File: config.mk
export PLATFORM = sky130hd
export DESIGN_NAME = sorted_set_insert_delete
export DESIGN_NICKNAME = d
export VERILOG_FILES = /design/src/design/ssid_pkg.sv /design/src/design/sorted_set_insert_delete.sv /design/src/design/ssid_ram.sv /design/src/design/ssid_ctrl.sv /design/src/design/ssid_dp.sv
export SDC_FILE = /design/constraint.sdc
export NUM_CORES = 2
export LEC_CHECK = 0
export BUFFER_PORTS_ARGS = -buffer_cell sky130_fd_sc_hd__buf_2
export CAP_MARGIN = 20
export CORE_ASPECT_RATIO = 0.7
export CORE_UTILIZATION = 57
export DETAILED_ROUTE_END_ITERATION = 8
export PLACE_DENSITY_LB_ADDON = 0.25
export SYNTH_ARGS = -nofsm -noshare
export SYNTH_HDL_FRONTEND = slang
export SYNTH_SLANG_ARGS = --single-unit
File: constraint.sdc
create_clock -name clk -period 4.2 [get_ports clk]
set_input_delay 0.42 -clock clk [delete_from_list [all_inputs] [get_ports clk]]
set_output_delay 0.42 -clock clk [all_outputs]
set_load 0.02 [all_outputs]
File: src/design/ssid_pkg.sv
// shared constants, payload types and control structs for the sorted set block
package ssid_pkg;

  localparam int CAPACITY = 32;
  localparam int IDX_W    = (CAPACITY > 1) ? $clog2(CAPACITY) : 1;
  localparam int CNT_W    = 6;
  localparam int VAL_W    = 32;

  localparam logic ACT_INSERT = 1'b0;
  localparam logic ACT_DELETE = 1'b1;

  typedef struct packed {
    logic                    action;
    logic signed [VAL_W-1:0] value;
  } in_item_t;

  typedef struct packed {
    logic                    is_header;
    logic [CNT_W-1:0]        entry_count;
    logic signed [VAL_W-1:0] entry_value;
    logic                    dropped_full;
    logic                    last;
  } out_item_t;

  typedef struct packed {
    logic load_item;
    logic scan;
    logic hdr;
    logic copy;
  } dp_cmd_t;

  typedef struct packed {
    logic scan_done;
    logic out_free;
    logic copy_done;
  } dp_sts_t;

endpackage

File: src/design/sorted_set_insert_delete.sv
// top level of the sorted set: insert or delete one value, then list the whole set
// an item is handled by one search pass over the entries held before and one copy pass
// over the entries held after, both through the shared read address of the entry banks
// header appears once the search is done, then one entry per cycle unless out stalls
// rst_n is synchronous and active low: the set is empty after reset, and stored
// values above the count are never read, so the banks need no clearing
module sorted_set_insert_delete (
  input  logic                clk,
  input  logic                rst_n,
  input  logic                in_valid,
  output logic                in_ready,
  input  ssid_pkg::in_item_t  in_item,
  output logic                out_valid,
  input  logic                out_ready,
  output ssid_pkg::out_item_t out_item
);

  import ssid_pkg::*;

  dp_cmd_t cmd;
  dp_sts_t sts;

  ssid_ctrl u_ctrl (
    .clk      (clk),
    .rst_n    (rst_n),
    .in_valid (in_valid),
    .in_ready (in_ready),
    .sts      (sts),
    .cmd      (cmd)
  );

  ssid_dp u_dp (
    .clk       (clk),
    .rst_n     (rst_n),
    .in_item   (in_item),
    .cmd       (cmd),
    .sts       (sts),
    .out_valid (out_valid),
    .out_ready (out_ready),
    .out_item  (out_item)
  );

endmodule

File: src/design/ssid_ram.sv
// generic single write port ram with registered read
module ssid_ram #(
  parameter int WIDTH = 32,
  parameter int DEPTH = 32
) (
  input  logic                                        clk,
  input  logic                                        wr_en,
  input  logic [((DEPTH > 1) ? $clog2(DEPTH) : 1)-1:0] wr_addr,
  input  logic [WIDTH-1:0]                            wr_data,
  input  logic [((DEPTH > 1) ? $clog2(DEPTH) : 1)-1:0] rd_addr,
  output logic [WIDTH-1:0]                            rd_data
);

  logic [WIDTH-1:0] mem [DEPTH];
  logic [WIDTH-1:0] rd_data_r;

  always_ff @(posedge clk) begin
    if (wr_en) begin
      mem[wr_addr] <= wr_data;
    end
    rd_data_r <= mem[rd_addr];
  end

  assign rd_data = rd_data_r;

endmodule

File: src/design/ssid_ctrl.sv
// controller state machine: accept, scan, header, copy and emit
module ssid_ctrl (
  input  logic             clk,
  input  logic             rst_n,
  input  logic             in_valid,
  output logic             in_ready,
  input  ssid_pkg::dp_sts_t sts,
  output ssid_pkg::dp_cmd_t cmd
);

  import ssid_pkg::*;

  localparam logic [1:0] S_IDLE = 2'd0;
  localparam logic [1:0] S_SCAN = 2'd1;
  localparam logic [1:0] S_HDR  = 2'd2;
  localparam logic [1:0] S_COPY = 2'd3;

  logic [1:0] state_r;
  logic [1:0] state_nxt;

  always_comb begin
    state_nxt = state_r;
    unique case (state_r)
      S_IDLE: begin
        if (in_valid) begin
          state_nxt = S_SCAN;
        end
      end
      S_SCAN: begin
        if (sts.scan_done) begin
          state_nxt = S_HDR;
        end
      end
      S_HDR: begin
        if (sts.out_free) begin
          state_nxt = S_COPY;
        end
      end
      S_COPY: begin
        if (sts.copy_done) begin
          state_nxt = S_IDLE;
        end
      end
      default: state_nxt = S_IDLE;
    endcase
  end

  always_ff @(posedge clk) begin
    if (!rst_n) begin
      state_r <= S_IDLE;
    end else begin
      state_r <= state_nxt;
    end
  end

  assign in_ready      = (state_r == S_IDLE);
  assign cmd.load_item = (state_r == S_IDLE) && in_valid;
  assign cmd.scan      = (state_r == S_SCAN);
  assign cmd.hdr       = (state_r == S_HDR);
  assign cmd.copy      = (state_r == S_COPY);

endmodule

File: src/design/ssid_dp.sv
// datapath: ping-pong entry banks, search registers, merge copy and output register
module ssid_dp (
  input  logic                clk,
  input  logic                rst_n,
  input  ssid_pkg::in_item_t  in_item,
  input  ssid_pkg::dp_cmd_t   cmd,
  output ssid_pkg::dp_sts_t   sts,
  output logic                out_valid,
  input  logic                out_ready,
  output ssid_pkg::out_item_t out_item
);

  import ssid_pkg::*;

  logic                    act_r;
  logic signed [VAL_W-1:0] val_r;
  logic [CNT_W-1:0]        count_r;
  logic                    bank_r;

  logic [CNT_W-1:0]        ridx_r;
  logic [CNT_W-1:0]        rix_r;
  logic                    rv_r;
  logic                    hit_r;
  logic [CNT_W-1:0]        pos_r;
  logic                    found_r;

  logic [CNT_W-1:0]        new_cnt_r;
  logic                    drop_r;
  logic                    do_ins_r;
  logic                    do_del_r;

  logic [CNT_W-1:0]        a_r;
  logic [CNT_W-1:0]        b_r;
  logic                    bv_r;

  logic                    out_valid_r;
  out_item_t               out_item_r;

  logic [VAL_W-1:0]        rdata0;
  logic [VAL_W-1:0]        rdata1;
  logic signed [VAL_W-1:0] rd;
  logic [IDX_W-1:0]        raddr;
  logic [CNT_W-1:0]        sel;
  logic [CNT_W-1:0]        src;
  logic                    out_free;
  logic                    advance;
  logic                    scan_done;
  logic                    copy_done;
  logic                    hdr_load;
  logic                    ent_load;
  logic signed [VAL_W-1:0] elem;
  logic                    ins;
  logic                    del;
  logic                    full;

  assign rd        = bank_r ? $signed(rdata1) : $signed(rdata0);
  assign out_free  = !out_valid_r || out_ready;
  assign advance   = !bv_r || out_free;
  assign scan_done = (ridx_r >= count_r) && !rv_r;
  assign copy_done = (a_r >= new_cnt_r) && !bv_r;
  assign hdr_load  = cmd.hdr && out_free;
  assign ent_load  = cmd.copy && bv_r && out_free;
  assign elem      = (do_ins_r && (b_r == pos_r)) ? val_r : rd;

  assign ins  = (act_r == ACT_INSERT) && !found_r;
  assign del  = (act_r == ACT_DELETE) && found_r;
  assign full = (count_r == CNT_W'(CAPACITY));

  // old-array position feeding each new position
  always_comb begin
    sel = advance ? a_r : b_r;
    if (do_ins_r) begin
      src = (sel < pos_r) ? sel : sel - CNT_W'(1);
    end else if (do_del_r) begin
      src = (sel < pos_r) ? sel : sel + CNT_W'(1);
    end else begin
      src = sel;
    end
    raddr = cmd.scan ? ridx_r[IDX_W-1:0] : src[IDX_W-1:0];
  end

  always_ff @(posedge clk) begin
    if (!rst_n) begin
      count_r     <= '0;
      bank_r      <= 1'b0;
      rv_r        <= 1'b0;
      hit_r       <= 1'b0;
      bv_r        <= 1'b0;
      out_valid_r <= 1'b0;
    end else begin
      if (cmd.load_item) begin
        ridx_r  <= '0;
        rv_r    <= 1'b0;
        hit_r   <= 1'b0;
        found_r <= 1'b0;
        pos_r   <= count_r;
      end

      if (cmd.scan) begin
        rv_r  <= (ridx_r < count_r);
        rix_r <= ridx_r;
        if (ridx_r < count_r) begin
          ridx_r <= ridx_r + CNT_W'(1);
        end
        if (rv_r && !hit_r && (rd >= val_r)) begin
          pos_r   <= rix_r;
          found_r <= (rd == val_r);
          hit_r   <= 1'b1;
        end
        if (scan_done) begin
          drop_r   <= ins && full;
          do_ins_r <= ins && !full;
          do_del_r <= del;
          if (ins && !full) begin
            new_cnt_r <= count_r + CNT_W'(1);
          end else if (del) begin
            new_cnt_r <= count_r - CNT_W'(1);
          end else begin
            new_cnt_r <= count_r;
          end
        end
      end

      if (hdr_load) begin
        a_r  <= '0;
        bv_r <= 1'b0;
      end

      if (cmd.copy) begin
        if (advance) begin
          bv_r <= (a_r < new_cnt_r);
          b_r  <= a_r;
          if (a_r < new_cnt_r) begin
            a_r <= a_r + CNT_W'(1);
          end
        end
        if (copy_done) begin
          bank_r  <= ~bank_r;
          count_r <= new_cnt_r;
        end
      end

      if (hdr_load || ent_load) begin
        out_valid_r <= 1'b1;
      end else if (out_ready) begin
        out_valid_r <= 1'b0;
      end
    end
  end

  // transaction payload registers
  always_ff @(posedge clk) begin
    if (cmd.load_item) begin
      act_r <= in_item.action;
      val_r <= in_item.value;
    end
    if (hdr_load) begin
      out_item_r.is_header    <= 1'b1;
      out_item_r.entry_count  <= new_cnt_r;
      out_item_r.entry_value  <= '0;
      out_item_r.dropped_full <= drop_r;
      out_item_r.last         <= (new_cnt_r == '0);
    end else if (ent_load) begin
      out_item_r.is_header    <= 1'b0;
      out_item_r.entry_count  <= new_cnt_r;
      out_item_r.entry_value  <= elem;
      out_item_r.dropped_full <= drop_r;
      out_item_r.last         <= (b_r == new_cnt_r - CNT_W'(1));
    end
  end

  ssid_ram #(
    .WIDTH (VAL_W),
    .DEPTH (CAPACITY)
  ) u_bank0 (
    .clk     (clk),
    .wr_en   (ent_load && bank_r),
    .wr_addr (b_r[IDX_W-1:0]),
    .wr_data (elem),
    .rd_addr (raddr),
    .rd_data (rdata0)
  );

  ssid_ram #(
    .WIDTH (VAL_W),
    .DEPTH (CAPACITY)
  ) u_bank1 (
    .clk     (clk),
    .wr_en   (ent_load && !bank_r),
    .wr_addr (b_r[IDX_W-1:0]),
    .wr_data (elem),
    .rd_addr (raddr),
    .rd_data (rdata1)
  );

  assign sts.scan_done = scan_done;
  assign sts.out_free  = out_free;
  assign sts.copy_done = copy_done;
  assign out_valid     = out_valid_r;
  assign out_item      = out_item_r;

endmodule
==> results_dict.tcl <==
set metrics [dict create \
    outcome "completed" \
    portBuffers 79 \
    synthArstFlopShare_pct 0 \
    drc_errors 0 \
    cts_made_buffers 192 \
    finalSetupViolCount 0 \
    via_count 55100 \
    arrival_ps 4820 \
    worstRegToRegCells 18 \
    cts-root-buf "clkbuf_16" \
    r2r_start "u_dp.out_valid" \
    hold_viol_final 0 \
    core.rowCount 120 \
    end_kind "flip-flop" \
    yosysUniqueCellTypes 66 \
    synth_edf_count 2129 \
    ioPinCount 80 \
    die-area_mm2 0.156 \
    ant_nets 0 \
    grt_pass1_wl_mm 375 \
    antenna_found_initial 6 \
    hpwl_mm 156 \
    postSynthCellCount 5557 \
    grt_pass1_vias 51600 \
    hold_class "in -> reg" \
    synthesis.area_mm2 0.0879 \
    synthFlopType "edfxtp_1" \
    r2r_slack_ps 130 \
    worstMarginPinSlew_ps 1130 \
    grt_usage_pct 34.1 \
    cp_common_cell "buf_4" \
    finalCriticalPeriod_ps 4070 \
    critPathSlowestCell "dfxtp_1" \
    min_period_over_period_pct 96.9 \
    coreArea_mm2 0.153 \
    drtIter0Drc 9356 \
    synth_area_leaders "edfxtp_1 73%, mux2i_1 4.3%, nand2_1 2.9%" \
    initial_core_util_pct 57.4 \
    fp.dieH_um 330 \
    ys_ff_latch 2239 \
    yosys.area.top_type "edfxtp_1" \
    drive_gt1_share_pct 17.5 \
    final.fill_count 10100 \
    yosysTopAreaCellShare_pct 72.8 \
    cts_tree "built" \
    max_freq_ghz 0.246 \
    dr.pass1.iters 6 \
    routed_wl_mm 266 \
    maxCapViolCount 0 \
    die_x_um 471 \
    nNetsFinal 6029 \
    cts.sinks 2239 \
    avgViaCountPerCell 6.79 \
    crit_path_max_incr_delay_ps 380 \
    grt_max_degree 68 \
    crit_chain "nand3b_2, buf_4, nand2_1, nand2_1, ha_1, a21oi_1, o21ai_2, a21o_1, and3_1, o31ai_4, buf_4, buf_4, buf_12, buf_4, mux2i_1, a32oi_1, a21boi_0, a311oi_1" \
    crit_family "compound AO/OA/AOI/OAI gates" \
    clock_latency_ps 850 \
    ff_latch_area_mm2 0.0661 \
    h-tree-depth 4 \
    power_uw 78600 \
    worstHoldEndpoint "u_dp.out_valid" \
    clock_skew_ps 33.6 \
    cts.path.max_buffers 3 \
    synthTopCellsByCount "2129 x edfxtp_1, 681 x nand2_1, 429 x nand3_1" \
    post-synth-top-count-cell "edfxtp_1" \
    r2r_end "u_dp.u_bank1.rd_data[6]" \
    area_growth_pct 15.6 \
    slew_headroom_pct 24.6 \
    syn_avg_cell_area_um2 15.8 \
    leakage_uw 0.0344 \
    ir_worst_vdd_mv 0.665 \
    synth-warning-count 0 \
    syn_nets 5655 \
    overflow 0 \
    slew_violations 0 \
    clk_pin_slew_ps 60 \
    worstHoldStart "out_ready" \
    hold_depth 3 \
    wl_per_cell_um 32.8 \
    crit_buf_inv 5 \
    finalSetupTns_ps 0 \
    multi_input_area_mm2 0.0206 \
    rsz0062_at_grt "true" \
    ys_seq_area_share_pct 75.3 \
    routabilityCongestion 0.900 \
    cp_max_fo 24 \
    powerDensity_mw_per_mm2 774 \
    crit_required_ps 4950 \
    critical_path_class "reg -> reg" \
    start_kind "flip-flop" \
]
-- flip-flops by register name, summed over array words and instances, names as in the netlist, 32 cells and up --
register	flops
u_dp.u_bank1.rd_data	32
u_dp.u_bank1.mem	1024
u_dp.val_r	32
u_dp.u_bank0.mem	1024
u_dp.out_item	41
u_dp.u_bank0.rd_data	32
-- how the worst max path moves through the flow --
stage          depth (start not counted)            from                       end  slack, ps
6_report                              18  u_dp.out_valid   u_dp.u_bank1.rd_data[6]        130
2_1_floorplan                          7     u_dp.b_r[3]    u_dp.u_bank0.mem[0][0]        230
3_3_place_gp                          16       out_ready  u_dp.u_bank1.rd_data[16]       -260
4_1_cts                               14  u_dp.out_valid  u_dp.u_bank0.rd_data[30]         10
5_1_grt                               18  u_dp.out_valid   u_dp.u_bank1.rd_data[7]         -8
3_5_place_dp                          16       out_ready  u_dp.u_bank1.rd_data[16]       -360
-- layout make-up --
type	count	share of cell area, %
well taps	2013	2.48
inverters	71	0.262
repair buffers	540	5.79
clock buffers	272	5.35
clock inverters	86	0.747
multi-input cells	2887	20.2
diodes	3	0.00739
flip-flops and latches	2239	65.1
-- cell families after synthesis --
kind of cell | share of synthesized area (%)
AOI/OAI and AO/OA | 6.34
xor gates and xnor gates | 0.219
adders and majority gates | 0.869
buffers and inverters | 2.11
DFF | 75.3
muxes | 7.56
and+or+nand+nor | 7.62
-- where the power goes --
group	internal [µW]	switching [µW]
sequential	28500	729
clock	9650	8050
combinational	11200	20500
-- timing repair --
action / 4_1_cts / 5_1_grt
resized for setup: 3 / 10
hold buffers: 33 / 0
endpoints found under the setup margin: 17 / 52
endpoints found under the hold margin: 33 / 0
setup buffers: 0 / 5
pin swaps: 0 / 2
-- worst reg2reg max path, stage by stage, from the launching register on --
cell,delay [ps]
dfxtp_1,380
nand3b_2,140
buf_4,180
nand2_1,80
nand2_1,80
ha_1,320
a21oi_1,210
o21ai_2,150
a21o_1,200
and3_1,200
o31ai_4,290
buf_4,190
buf_4,170
buf_12,210
buf_4,410
mux2i_1,140
a32oi_1,270
a21boi_0,170
a311oi_1,200
-- cell usage in the layout (no fill, tap or decap), types with 109 or more instances in the layout --
master / Yosys / layout
mux2i_1: 379 / 378
a31oi_1: 209 / 209
edfxtp_1: 2129 / 2129
buf_4: 28 / 272
clkbuf_16: 0 / 197
dfxtp_1: 110 / 109
nand2_1: 681 / 681
o21ai_0: 140 / 140
nand3_1: 429 / 429
buf_12: 0 / 153
-- metal layers --
metal	global-route usage, %	part of all wire [%]	vias up
met5	0	0.0049	-
met4	12.2	3.7	2
met3	10.0	16	538
met2	48.3	42	4316
met1	50.5	38	27600
li1	-	-	22600
-- per-stage QoR --
step / std cells / area (µm²) / setup slack (ps) / util [%] / hold slack (ps)
after floorplan: 5557 / 87900 / 229 / - / 438
after global placement: 7711 / 94900 / -257 / 62.0 / 442
after detailed placement: 7712 / 94900 / -362 / 62.0 / 445
after CTS: 8103 / 101000 / 12.2 / 66.3 / 71.9
after global routing: 8108 / 102000 / -8.33 / 66.4 / 116
final: 8111 / 102000 / 130 / 66.4 / 108
Note: power is estimated with default switching activity, not from simulation.
